## src/rtl/qsps_pkg.sv

```systemverilog
// Shared types and helpers for the query string pair splitter.
// Holds the input and result beat structs, the character codes and the
// escape digit map. No dependencies.
package qsps_pkg;

  // Character codes that steer the parser
  localparam logic [7:0] CH_PERCENT = 8'h25;
  localparam logic [7:0] CH_PLUS    = 8'h2B;
  localparam logic [7:0] CH_EQUALS  = 8'h3D;
  localparam logic [7:0] CH_AMP     = 8'h26;
  localparam logic [7:0] CH_SPACE   = 8'h20;
  localparam logic [7:0] CH_ZERO    = 8'h30;
  localparam logic [7:0] CH_UPPER_A = 8'h41;
  localparam logic [7:0] CH_LOWER_A = 8'h61;
  localparam logic [7:0] LETTER_BASE = 8'd10;

  // One input beat: a raw byte and the end of message flag
  typedef struct packed {
    logic [7:0] in_byte;
    logic       last_byte;
  } qsps_in_t;

  // One result beat
  typedef struct packed {
    logic [7:0] out_byte;
    logic       byte_valid;
    logic       is_value;
    logic       key_done;
    logic       pair_done;
    logic       pair_dropped;
  } qsps_out_t;

  // Escape digit map: 0-9 count 0..9, any letter counts from 10 (up to 35),
  // everything else counts 0
  function automatic logic [5:0] digit_value(input logic [7:0] c);
    logic [7:0] v;
    begin
      v = 8'd0;
      if (c inside {[8'h30:8'h39]}) begin
        v = c - CH_ZERO;
      end else if (c inside {[8'h41:8'h5A]}) begin
        v = c - CH_UPPER_A + LETTER_BASE;
      end else if (c inside {[8'h61:8'h7A]}) begin
        v = c - CH_LOWER_A + LETTER_BASE;
      end
      digit_value = v[5:0];
    end
  endfunction

endpackage

```

## src/rtl/query_string_pair_splitter_unit.sv

```systemverilog
// Query string pair splitter: top level with parser state and result register.
// Depends on qsps_pkg for the beat structs, character codes and digit map.
//
// Takes one query string byte per beat and takes a new beat every cycle as
// long as the result register is free or being drained in the same cycle.
// Each accepted byte is parsed by combinational logic against the pair
// and escape state; a byte that yields anything (a key byte, a decoded value
// byte, key done, pair done or pair dropped) shows up on the result channel
// in the cycle after acceptance. Leading spaces produce no beat; the '%' that
// opens an escape and its first digit produce none unless they end the
// message; the '&' that closes a value gives a pair done beat without a byte.
// The single result register holds each result; in_stall rises only while a
// result waits with out_stall high.
module query_string_pair_splitter_unit
  import qsps_pkg::*;
(
  input  logic      clk,
  input  logic      rst_n,
  input  logic      in_valid,
  output logic      in_stall,
  input  qsps_in_t  in_data,
  output logic      out_valid,
  input  logic      out_stall,
  output qsps_out_t out_data
);

  typedef enum logic [2:0] {
    PH_SEEK_KEY = 3'b001,
    PH_IN_KEY   = 3'b010,
    PH_VALUE    = 3'b100
  } pair_phase_t;

  typedef enum logic [2:0] {
    ESC_NORMAL = 3'b001,
    ESC_FIRST  = 3'b010,
    ESC_SECOND = 3'b100
  } esc_phase_t;

  pair_phase_t phase_r, phase_nxt;
  esc_phase_t  esc_r, esc_nxt;
  logic [5:0]  first_digit_r, first_digit_nxt;
  logic        out_valid_r, out_valid_nxt;
  qsps_out_t   out_data_r, out_data_nxt;
  qsps_out_t   res;
  logic        has_res;
  logic        in_accept;
  logic        out_free;
  logic [7:0]  c;
  logic        last;
  logic [5:0]  dval;

  assign c    = in_data.in_byte;
  assign last = in_data.last_byte;
  assign dval = digit_value(c);

  // Stall input only while a result is held back
  assign out_free  = !out_valid_r || !out_stall;
  assign in_stall  = !out_free;
  assign in_accept = in_valid && out_free;

  // Parse one byte against the current pair and escape state
  always_comb begin
    phase_nxt       = phase_r;
    esc_nxt         = esc_r;
    first_digit_nxt = first_digit_r;
    res             = '0;
    case (phase_r)
      PH_IN_KEY: begin
        if (c == CH_EQUALS) begin
          res.key_done = 1'b1;
          phase_nxt    = PH_VALUE;
          esc_nxt      = ESC_NORMAL;
        end else begin
          res.out_byte   = c;
          res.byte_valid = 1'b1;
        end
        res.pair_dropped = last;
      end
      PH_VALUE: begin
        if (c == CH_AMP) begin
          res.pair_done = 1'b1;
          phase_nxt     = PH_SEEK_KEY;
          esc_nxt       = ESC_NORMAL;
        end else begin
          case (esc_r)
            ESC_FIRST: begin
              first_digit_nxt = dval;
              esc_nxt         = ESC_SECOND;
            end
            ESC_SECOND: begin
              res.out_byte   = {first_digit_r[3:0], 4'b0000} + {2'b00, dval};
              res.byte_valid = 1'b1;
              res.is_value   = 1'b1;
              esc_nxt        = ESC_NORMAL;
            end
            default: begin
              if (c == CH_PERCENT) begin
                esc_nxt = ESC_FIRST;
              end else begin
                res.out_byte   = (c == CH_PLUS) ? CH_SPACE : c;
                res.byte_valid = 1'b1;
                res.is_value   = 1'b1;
                esc_nxt        = ESC_NORMAL;
              end
            end
          endcase
          res.pair_done = last;
        end
      end
      default: begin
        // Skip leading spaces, anything else opens the key
        if (c != CH_SPACE) begin
          res.out_byte     = c;
          res.byte_valid   = 1'b1;
          res.pair_dropped = last;
          phase_nxt        = PH_IN_KEY;
        end
      end
    endcase
    // Return to idle at message end
    if (last) begin
      phase_nxt = PH_SEEK_KEY;
      esc_nxt   = ESC_NORMAL;
    end
  end

  assign has_res = res.byte_valid || res.key_done || res.pair_done || res.pair_dropped;

  // Load the result register when it is free, hold otherwise
  always_comb begin
    out_valid_nxt = out_valid_r;
    out_data_nxt  = out_data_r;
    if (out_free) begin
      out_valid_nxt = in_accept && has_res;
      out_data_nxt  = res;
    end
  end

  // Advance parser state on each accepted beat
  always_ff @(posedge clk) begin
    if (!rst_n) begin
      phase_r       <= PH_SEEK_KEY;
      esc_r         <= ESC_NORMAL;
      first_digit_r <= '0;
      out_valid_r   <= 1'b0;
    end else begin
      if (in_accept) begin
        phase_r       <= phase_nxt;
        esc_r         <= esc_nxt;
        first_digit_r <= first_digit_nxt;
      end
      out_valid_r <= out_valid_nxt;
    end
  end

  // Payload register needs no reset
  always_ff @(posedge clk) begin
    out_data_r <= out_data_nxt;
  end

  assign out_valid = out_valid_r;
  assign out_data  = out_data_r;

  // A result beat always carries at least one flag
  a_res_nonempty: assert property (@(posedge clk) disable iff (!rst_n)
    out_valid_r |-> (out_data_r.byte_valid || out_data_r.key_done ||
                     out_data_r.pair_done || out_data_r.pair_dropped))
    else $error("empty result beat");

  // A beat without a byte carries a zero byte and no value mark
  a_no_byte_zero: assert property (@(posedge clk) disable iff (!rst_n)
    (out_valid_r && !out_data_r.byte_valid) |->
      (out_data_r.out_byte == 8'd0 && !out_data_r.is_value))
    else $error("stray byte data without byte_valid");

  // Message end returns the parser to idle
  a_last_idle: assert property (@(posedge clk) disable iff (!rst_n)
    (in_accept && last) |=> (phase_r == PH_SEEK_KEY && esc_r == ESC_NORMAL))
    else $error("parser not idle after message end");

  // Closing a key never comes with a byte
  a_key_done_no_byte: assert property (@(posedge clk) disable iff (!rst_n)
    (out_valid_r && out_data_r.key_done) |->
      (!out_data_r.byte_valid && !out_data_r.pair_done))
    else $error("key_done with byte or pair_done");

  // An escape is only pending inside a value
  a_esc_in_value: assert property (@(posedge clk) disable iff (!rst_n)
    (esc_r != ESC_NORMAL) |-> (phase_r == PH_VALUE))
    else $error("escape pending outside value");

endmodule
```

## config.mk

```make
export PLATFORM = sky130hd
export DESIGN_NAME = query_string_pair_splitter_unit
export DESIGN_NICKNAME = d
export VERILOG_FILES = /design/src/rtl/qsps_pkg.sv /design/src/rtl/query_string_pair_splitter_unit.sv
export SDC_FILE = /design/constraint.sdc
export NUM_CORES = 1
export LEC_CHECK = 0
export ABC_AREA = 1
export CAP_MARGIN = 10
export CORE_ASPECT_RATIO = 0.8
export CORE_MARGIN = 5
export CORE_UTILIZATION = 68
export CTS_CLUSTER_SIZE = 28
export DETAILED_ROUTE_END_ITERATION = 8
export DONT_BUFFER_PORTS = 1
export GPL_TIMING_DRIVEN = 0
export PLACE_DENSITY = 0.9
export SYNTH_ARGS = -nofsm -noshare
export SYNTH_HDL_FRONTEND = slang
export SYNTH_SLANG_ARGS = --single-unit
```

## constraint.sdc

```tcl
create_clock -name clk -period 5.2 [get_ports clk]
set_clock_uncertainty 0.1 [all_clocks]
set_input_delay 0.26 -clock clk [delete_from_list [all_inputs] [get_ports clk]]
set_output_delay 0.26 -clock clk [all_outputs]
set_load 0.005 [all_outputs]
```

==> results.json, run 1 <==
{
  "status": "finished clean",
  "first_pass_iters": 5,
  "crit_fanout": 9,
  "htreeDepth": 1,
  "grt_pass1_vias": 1540,
  "seq_area_frac_synth_pct": 33.45,
  "clock_path_buffers": 2,
  "hold_viol_final": 0,
  "die_h_um": 56.34,
  "cp_top_family": "adder cells",
  "worst_path_max_delay_cell": "fa_1",
  "max_freq_ghz": 0.4319,
  "reg2reg_from": "out_valid",
  "cp_num_buf_inv": 3,
  "root_buffer": "clkbuf_4",
  "drt_iter0_markers": 220,
  "syn-instance-count": 256,
  "finalCritPeriodShare_pct": 44.53,
  "via_per_inst": 5.641,
  "grt.total_usage_pct": 24.37,
  "avgSynthCellArea_um2": 7.131,
  "ys_ff_latch": 24,
  "cts_tree": "done",
  "maxCapViolCount": 0,
  "path_cells": "ha_1 -> a21oi_1 -> inv_1 -> nand3_1 -> nand2_1 -> nand3_1 -> nand3_1 -> inv_1 -> ha_1 -> inv_1 -> fa_1 -> nor2_1 -> nand2_1 -> o2111ai_1",
  "grt_pass1_wl_mm": 7.100,
  "required_ps": 5170,
  "cp-end-kind": "flop",
  "coreArea_um2": 2502,
  "stdcell_area_um2": 1943,
  "setup_viol": 0,
  "nets": 287,
  "slowest_delay_ps": 470,
  "rsz0062_at_grt": "false",
  "drive_above_1_share_pct": 11.07,
  "area_growth_pct": 6.443,
  "setup.worst_path.start_class": "input port",
  "dp_hpwl_mm": 3.381,
  "placed_area_um2": 1871,
  "hold_start": "in_data[0]",
  "worst_pin_slew_ps": 570.7,
  "synth_fp_nets": 280,
  "antenna_cells": 0,
  "power.density_nw_per_um2": 223.8,
  "cts_setup_buffers": 0,
  "totalWireLength_mm": 4.247,
  "vias": 1681,
  "die_w_um": 67.93,
  "die_area_um2": 3827,
  "static-leakage-power_nw": 0.9742,
  "start_util_pct": 72.95,
  "fin_crit_ps": 2316,
  "crit_type": "input port to flop",
  "rows": 16,
  "num_io_pins": 28,
  "yosys.cell_types.count": 31,
  "yosysWarnings": 0,
  "wl_per_cell_um": 14.25,
  "slew_viol_final": 0,
  "utilization_pct": 77.65,
  "relSlewSlack_pct": 61.86,
  "syn-cell-area_um2": 1826,
  "cts.sinks": 24,
  "antenna_found_initial": 0,
  "drc": 0,
  "cts_buffers": 3,
  "gp_congestion": 0.9092,
  "path_clk_slew_ps": 140,
  "worstHoldPathType": "input port to flop",
  "crit_start": "in_data[5]",
  "ant_nets": 0,
  "fin_setup_tns_ps": 0,
  "arrival_ps": 2280,
  "io_buffers": 0,
  "overflow": 0,
  "insertion_delay_ps": 330,
  "ir_drop_v": 0.0001893,
  "grt_max_degree": 17
}
==> cell families after synthesis <==
family	Yosys count	share of synthesized area [%]
and+or+nand+nor	132	34.75
buffers and inverters	50	11.38
AOI/OAI and AO/OA	35	10.55
DFF	24	33.45
adders and majority gates	11	7.951
xor gates and xnor gates	4	1.919
==> cell usage in the layout, fill, tap and decap left out, drive strengths merged, types with 2 or more instances in the layout <==
cell type / instances
a21oi: 11
buf: 2
clkbuf: 3
dfxtp: 11
dlygate4sd3: 2
edfxtp: 13
ha: 10
inv: 47
nand2: 68
nand3: 32
nand4: 2
nor2: 23
nor3: 6
o211ai: 2
o21ai: 18
o22ai: 2
xor2: 3
==> where the power goes <==
| group | switching, W | leakage (nW) | internal (W) |
|---|---|---|---|
| Clock | 0.0000594 | 0.0279 | 0.0000780 |
| Combinational | 0.0000506 | 0.719 | 0.0000260 |
| Sequential | 0.00000658 | 0.227 | 0.000214 |
==> routing by layer <==
metal / wire [µm] / vias to the layer above / track usage, %
met5: 0 / - / 0
met3: 429 / 13 / 6.986
met1: 1844 / 727 / 34.41
met4: 79 / 0 / 8.215
li1: - / 842 / -
met2: 1893 / 99 / 35.16
==> repair_timing <==
item                                   4_1_cts  5_1_grt
hold buffers                                 2        0
endpoints found under the hold margin        7        0
resized for setup                            0        0
==> synth_stat cells (all sizes together) <==
master,instances,area share [%]
a211oi,1,0.41
a21oi,11,3.0
buf,2,1.2
clkinv,1,0.48
dfxtp,11,12
edfxtp,13,21
fa,1,1.1
ha,10,6.9
inv,47,9.7
nand2,68,15
nand3,32,11
nand4,2,0.69
nor2,23,5.8
nor3,6,2.3
o2111ai,1,0.48
o211ai,2,0.82
o21ai,18,5.1
o22ai,2,0.69
or2,1,0.34
xnor2,1,0.48
xor2,3,1.4
==> sequential cells by signal, indices dropped and copies added (netlist names) <==
name and cells:
esc_r 3, out_data 13, out_valid 1, phase_r 3
first_digit_r 4
==> per-stage QoR <==
stage	hold slack, ps	power, W	worst slack [ps]	cells
finish	7.666	0.0004349	2884	298
global route	27.47	0.0004551	2675	298
CTS	0.2404	0.0004351	2911	298
detailed placement	255.0	0.0002992	2562	292
global placement	254.0	0.0002955	2625	292
floorplan	244.6	0.0002823	2854	256
==> cell type report <==
| type | instances | area (µm²) |
|---|---|---|
| clock buffers | 3 | 22.52 |
| well taps | 36 | 45.04 |
| plain buffers | 2 | 22.52 |
| repair buffers | 2 | 20.02 |
| flip-flops and latches | 24 | 610.6 |
| multi-input cells | 182 | 1007 |
| fillers | 189 | 559.3 |
| clock inverters | 1 | 30.03 |
| inverters | 48 | 185.2 |
==> worst paths after layout <==
kind / depth (start not counted) / slack [ps] / to
worst max-delay path: 14 / 2880 / out_data[10]
worst min-delay path: 2 / 8 / phase_r[0]
worst max register to register: 6 / 3400 / first_digit_r[0]
worst min register to register: 2 / 380 / phase_r[0]
==> worst register-to-register path, cell delays in order, from the launching register on <==
cell	delay [ps]
dfxtp_1	350
nand2_1	430
nand2_1	230
nor3_4	360
nand3_1	140
nand2_1	70
inv_1	40
Power figures use the tool's default switching activity.
==> inputs of run 2 (changes only) <==
- ABC_AREA: 1 -> 0
- CORE_UTILIZATION: 68 -> 57
- PLACE_DENSITY: 0.9 -> 0.81
- clock period: 5.2 -> 2 ns (I/O delays scaled with it)
==> run 2 against run 1 <==
Compared with the run above:
- the run now ends with setup timing left
- hold slack got worse by 4.3 ps
- first-iteration DRC count fell by 32%
- via count rose by 2.9%
- sequential share of layout area fell by 3.5 points
- critical path type unchanged
- critical endpoint is now out_data[12]
- largest cell class unchanged
- largest power group unchanged
- highest routed layer unchanged
==> results.json, run 2 <==
{
  "overflow": 0,
  "setup_ws_ps": -66.82,
  "clock_path_buffers": 2,
  "worst_pin_slew_ps": 515.4,
  "grt.total_usage_pct": 22.15,
  "totalWireLength_mm": 4.992,
  "start_util_pct": 61.03,
  "synth_fp_nets": 225,
  "p_int_w": 0.0007688,
  "drt_iter0_markers": 150,
  "num_io_pins": 28,
  "ys_ff_latch": 24,
  "synth_edf_count": 13,
  "synthTopCellsByArea": "edfxtp_1 23%, dfxtp_1 13%, ha_1 7.2%, a21oi_1 5.8%, o21ai_0 5.5%",
  "p_clk_share_pct": 28.4,
  "synth_top_cell_by_area": "edfxtp_1",
  "yosys.cell_types.count": 55,
  "async_reset_ff_share_pct": 0,
  "seq_power_share_pct": 53.8,
  "yosysWarnings": 0,
  "cts.sinks": 24,
  "root_buffer": "clkbuf_8",
  "seq_area_frac_synth_pct": 35.36,
  "crit_type": "input port to flop",
  "finalCritPeriodShare_pct": 103.3,
  "yosysMostFrequentCell": "nand2_1",
  "fill_cells": 154,
  "cts_buffers": 3,
  "crit_fanout": 10,
  "htreeDepth": 1,
  "relSlewSlack_pct": 65.64,
  "area_growth_pct": 27.03,
  "p_comb_share_pct": 17.8,
  "antenna_cells": 0,
  "layout_common_cells": "19 x nand2_1, 16 x a21oi_1, 14 x o21ai_0, 13 x edfxtp_1, 12 x nor2_1",
  "grt_max_degree": 17,
  "ys_top_cells_by_count": "21 x nand2_1, 20 x a21oi_1, 19 x o21ai_0, 15 x inv_1",
  "p_switching_w": 0.0002732,
  "cp-end-kind": "flop",
  "die_area_um2": 4237,
  "via_per_inst": 6.628,
  "switching_share_pct": 26.22,
  "avgSynthCellArea_um2": 8.590,
  "dp_hpwl_mm": 3.170,
  "gp_congestion": 0.8739,
  "maxCapViolCount": 0,
  "insertion_delay_ps": 260,
  "grt_pass1_vias": 1576,
  "setup_viol": 2,
  "violations": "setup timing",
  "drc": 0,
  "static-leakage-power_nw": 0.7993,
  "largest_reg_flops": 13,
  "cts_tree": "done",
  "syn-cell-area_um2": 1727,
  "die_h_um": 59.23,
  "synthFlopType": "edfxtp_1",
  "nets": 248,
  "io_buffers": 0,
  "max_freq_ghz": 0.4838,
  "setup.worst_path.start_class": "input port",
  "power.density_nw_per_um2": 475.1,
  "die_w_um": 71.54,
  "ir_drop_v": 0.0002333,
  "hold_ws_ps": 3.392,
  "drive_above_1_share_pct": 26.46,
  "arrival_ps": 1990,
  "path_clk_slew_ps": 80,
  "grt_pass1_wl_mm": 7.500,
  "status": "finished with violations",
  "antenna_found_initial": 0,
  "ant_nets": 0,
  "syn-instance-count": 201,
  "vias": 1730,
  "worstHoldPathType": "input port to flop",
  "fin_crit_ps": 2067,
  "hold_viol_final": 0,
  "first_pass_iters": 5,
  "rows": 17,
  "final_common_cell": "nand2_1",
  "wl_per_cell_um": 19.13,
  "rsz0062_at_grt": "true",
  "fin_setup_tns_ps": -75.51,
  "yosysTopAreaCellShare_pct": 22.61,
  "slew_viol_final": 0,
  "required_ps": 1930,
  "coreArea_um2": 2829
}
[run 2: cell count changes after synthesis, moves of 5 or more]
| cell | change |
|---|---|
| nand3_2 | -5 |
| a21oi_1 | +9 |
| o21ai_0 | +7 |
| nand3_1 | -20 |
| nand2b_1 | +5 |
| nand2_1 | -43 |
| inv_1 | -28 |
[run 2: layout make-up]
type | instances | area (µm²) | area share (%)
repair buffers | 18 | 162.7 | 7.416
plain buffers | 5 | 27.53 | 1.255
multi-input cells | 157 | 1220 | 55.62
inverters | 15 | 77.57 | 3.537
clock buffers | 4 | 45.04 | 2.054
well taps | 38 | 47.55 | 2.168
flip-flops and latches | 24 | 613.1 | 27.95
[run 2: final timing paths]
path         startpoint            to  slack [ps]  cells past startpoint
max          in_data[4]  out_data[12]         -70                     12
min            in_valid     out_valid           3                      2
max reg2reg  phase_r[1]   out_data[8]         -10                      6
min reg2reg    esc_r[2]      esc_r[2]         410                      2
[run 2: worst max-delay path, stage by stage]
cell	delay (ps)
clkbuf_4	180
inv_1	160
a21oi_1	110
xnor2_1	290
or2_4	180
o21ai_2	50
mux2_4	290
ha_4	260
a21oi_2	50
nor2b_2	120
xnor2_1	120
o21ai_1	70
[run 2: through the flow]
step / worst slack, ps / instance area [µm²] / power, W / cells / util (%)
2_1_floorplan: -224.3 / 1833 / 0.0006781 / 201 / -
3_3_place_gp: -365.3 / 1881 / 0.0007024 / 239 / 66.48
3_5_place_dp: -418.3 / 1881 / 0.0007092 / 239 / 66.48
4_1_cts: -40.07 / 2074 / 0.001016 / 253 / 73.33
5_1_grt: -170.1 / 2193 / 0.001083 / 261 / 77.53
6_report: -66.82 / 2193 / 0.001042 / 261 / 77.53
[run 2: timing repair]
item,CTS,global route
endpoints found under the hold margin,10,0
pin swaps,10,2
resized for setup,11,17
buffers inserted,4,8
hold buffers,6,0
endpoints found under the setup margin,12,17
[run 2: cell families after synthesis]
family	Yosys count	synth area share [%]
simple gates	72	23.41
mux	2	1.232
buf+inv	20	4.492
fa+ha+maj	11	8.406
compound gates	69	25.58
xor+xnor	3	1.522
flops	24	35.36
[run 2: power groups by stage]
| stage | Combinational [W] | Clock (W) | Sequential [W] |
|---|---|---|---|
| final | 0.000185 | 0.000296 | 0.000561 |
| after CTS | 0.000161 | 0.000294 | 0.000561 |
| after global placement | 0.000133 | 0 | 0.000569 |
| after detailed placement | 0.000138 | 0 | 0.000571 |
| after floorplan | 0.000112 | 0 | 0.000566 |
| after global routing | 0.000200 | 0.000320 | 0.000563 |
[run 2: routing by layer]
layer	global-route usage (%)	up-vias	part of all wire [%]
met2	35.47	127	45
met5	0	-	0
met3	4.746	27	11
met1	30.00	791	41
li1	-	785	-
met4	6.971	0	3.0
==> inputs of run 3 (changes only) <==
- CORE_UTILIZATION: 57 -> 45
- PLACE_DENSITY: 0.81 -> 0.68
- REMOVE_ABC_BUFFERS: default -> 1
==> run 3 against run 2 <==
Compared with the run above:
- the flow finishes with violations (hold timing, setup timing)
- via count decreased by 3.8%
- utilization down 19 points
- first-iteration DRC count up 6.7%
- sequential cell count is the same
- highest routed layer unchanged
==> results.json, run 3 (synthesis results as in run 2) <==
{
  "status": "finished with violations",
  "violations": "hold timing, setup timing",
  "setup_viol": 7,
  "reg2reg_slack_ps": -10,
  "die_area_um2": 5184,
  "cts_tree": "done",
  "layout_common_cells": "19 x nand2_1, 18 x a21oi_1, 16 x o21ai_0, 15 x buf_4, 14 x inv_1",
  "ant_nets": 0,
  "grt_max_degree": 17,
  "clock_path_buffers": 2,
  "crit_type": "input port to flop",
  "grt.total_usage_pct": 18.37,
  "crit_fanout": 6,
  "dp_hpwl_mm": 2.910,
  "die_w_um": 79.26,
  "setup.worst_path.start_class": "input port",
  "num_io_pins": 28,
  "antenna_found_initial": 0,
  "power.density_nw_per_um2": 467.3,
  "drive_above_1_share_pct": 23.45,
  "rows": 20,
  "worstHoldPathType": "input port to flop",
  "nets": 251,
  "wl_per_cell_um": 18.04,
  "cts.sinks": 24,
  "cts_buffers": 3,
  "cp-end-kind": "flop",
  "drt_iter0_markers": 160,
  "r2r_end": "out_data[8]",
  "stdcell_area_um2": 2203,
  "overflow": 0,
  "hold_viol_final": 1,
  "worst_pin_slew_ps": 681.5,
  "vias": 1665,
  "cp_num_buf_inv": 1,
  "drc": 0,
  "io_buffers": 0,
  "area_growth_pct": 27.61,
  "fin_crit_ps": 2200,
  "totalWireLength_mm": 4.871,
  "largest_reg_flops": 13,
  "start_util_pct": 46.00,
  "ff2ff_path_depth": 6,
  "setup_ws_ps": -200.0,
  "ir_drop_v": 0.0002762,
  "rsz0062_at_grt": "true",
  "path_clk_slew_ps": 80,
  "hold_ws_ps": -9.875,
  "gp_congestion": 0.8515,
  "slew_viol_final": 0,
  "required_ps": 1910,
  "fill_cells": 331,
  "final_common_cell": "nand2_1",
  "maxCapViolCount": 0,
  "cp_top_family": "simple AND/OR/NAND/NOR gates",
  "arrival_ps": 2110,
  "max_freq_ghz": 0.4545,
  "antenna_cells": 0,
  "cp-endpoint": "out_data[0]",
  "root_buffer": "clkbuf_8",
  "path_cells": "inv_1 -> ha_1 -> or4b_4 -> nor3b_1 -> a21oi_1 -> o2bb2ai_1 -> nor2b_1",
  "slowest_delay_ps": 610,
  "relSlewSlack_pct": 54.47,
  "htreeDepth": 1,
  "grt_pass1_vias": 1573,
  "static-leakage-power_nw": 0.8014,
  "worst_path_max_delay_cell": "nor3b_1",
  "multi_input_area_um2": 1207,
  "crit_start": "in_data[5]",
  "finalCritPeriodShare_pct": 110.0,
  "coreArea_um2": 3754,
  "grt_pass1_wl_mm": 7.479,
  "cp.depth": 7,
  "utilization_pct": 58.70,
  "regArea_um2": 611.8,
  "via_per_inst": 6.167,
  "placed_area_um2": 1760,
  "die_h_um": 65.41,
  "reg2reg_from": "esc_r[2]",
  "first_pass_iters": 4,
  "insertion_delay_ps": 260
}
[run 3: cell count changes in the layout (fill, tap and decap cells not counted), moves of 2 or more]
cell | previous run | this run
buf_4 | 11 | 15
dlygate4sd3_1 | 6 | 10
inv_1 | 10 | 14
a21oi_1 | 16 | 18
a21oi_2 | 4 | 2
clkbuf_1 | 3 | 1
clkbuf_4 | 2 | 0
ha_1 | 4 | 6
inv_2 | 2 | 0
o21ai_0 | 14 | 16
o21ai_1 | 4 | 2
[run 3: final cells by class]
class	count	share of cell area, %
clock buffers	4	2.044
inverters	15	2.726
multi-input cells	157	54.80
flip-flops and latches	24	27.77
well taps	44	2.499
repair buffers	26	10.16
[run 3: metal layers]
layer / share of wire, % / GRT usage (%) / vias up
met3: 6.7 / 3.014 / 10
met4: 1.4 / 5.365 / 0
li1: - / - / 793
met5: 0 / 0 / -
met1: 47 / 25.87 / 784
met2: 45 / 28.99 / 78
[run 3: metrics by stage]
| step | TNS [ps] | cells | hold WS, ps | setup WS [ps] | power (W) |
|---|---|---|---|---|---|
| floorplan | -1377 | 196 | 76.23 | -442.5 | 0.0006565 |
| global placement | -4547 | 240 | 83.44 | -824.5 | 0.0006805 |
| detailed placement | -4423 | 240 | 87.43 | -796.0 | 0.0006817 |
| CTS | -548.6 | 263 | -53.31 | -142.5 | 0.001013 |
| global route | -1412 | 270 | 8.434 | -263.7 | 0.001077 |
| finish | -805.4 | 270 | -9.875 | -200.0 | 0.001030 |
[run 3: where the power goes]
| part | internal [W] | switching (W) |
|---|---|---|
| registers | 0.000543 | 0.0000169 |
| clock network | 0.000142 | 0.000143 |
| logic | 0.0000868 | 0.0000976 |
[run 3: what timing repair did]
item	4_1_cts	5_1_grt
setup buffers	11	5
endpoints found under the hold margin	17	3
endpoints found under the setup margin	11	14
gates resized for setup	29	9
hold buffers	8	2
pin swaps	12	8
[run 3: worst min-delay path by stage]
stage | startpoint | to | slack (ps) | cells after the start
after global routing | in_data[0] | out_data[1] | 8 | 2
after floorplan | rst_n | esc_r[0] | 80 | 1
after CTS | in_data[4] | first_digit_r[3] | -50 | 2
final | in_data[4] | first_digit_r[3] | -10 | 3
after global placement | rst_n | esc_r[0] | 80 | 1
after detailed placement | rst_n | esc_r[0] | 90 | 1
[run 3: worst min-delay path: cells and delay by family]
kind	cells	cell delay [ps]
compound gates	1	70
buf+inv	1	60
simple gates	1	80
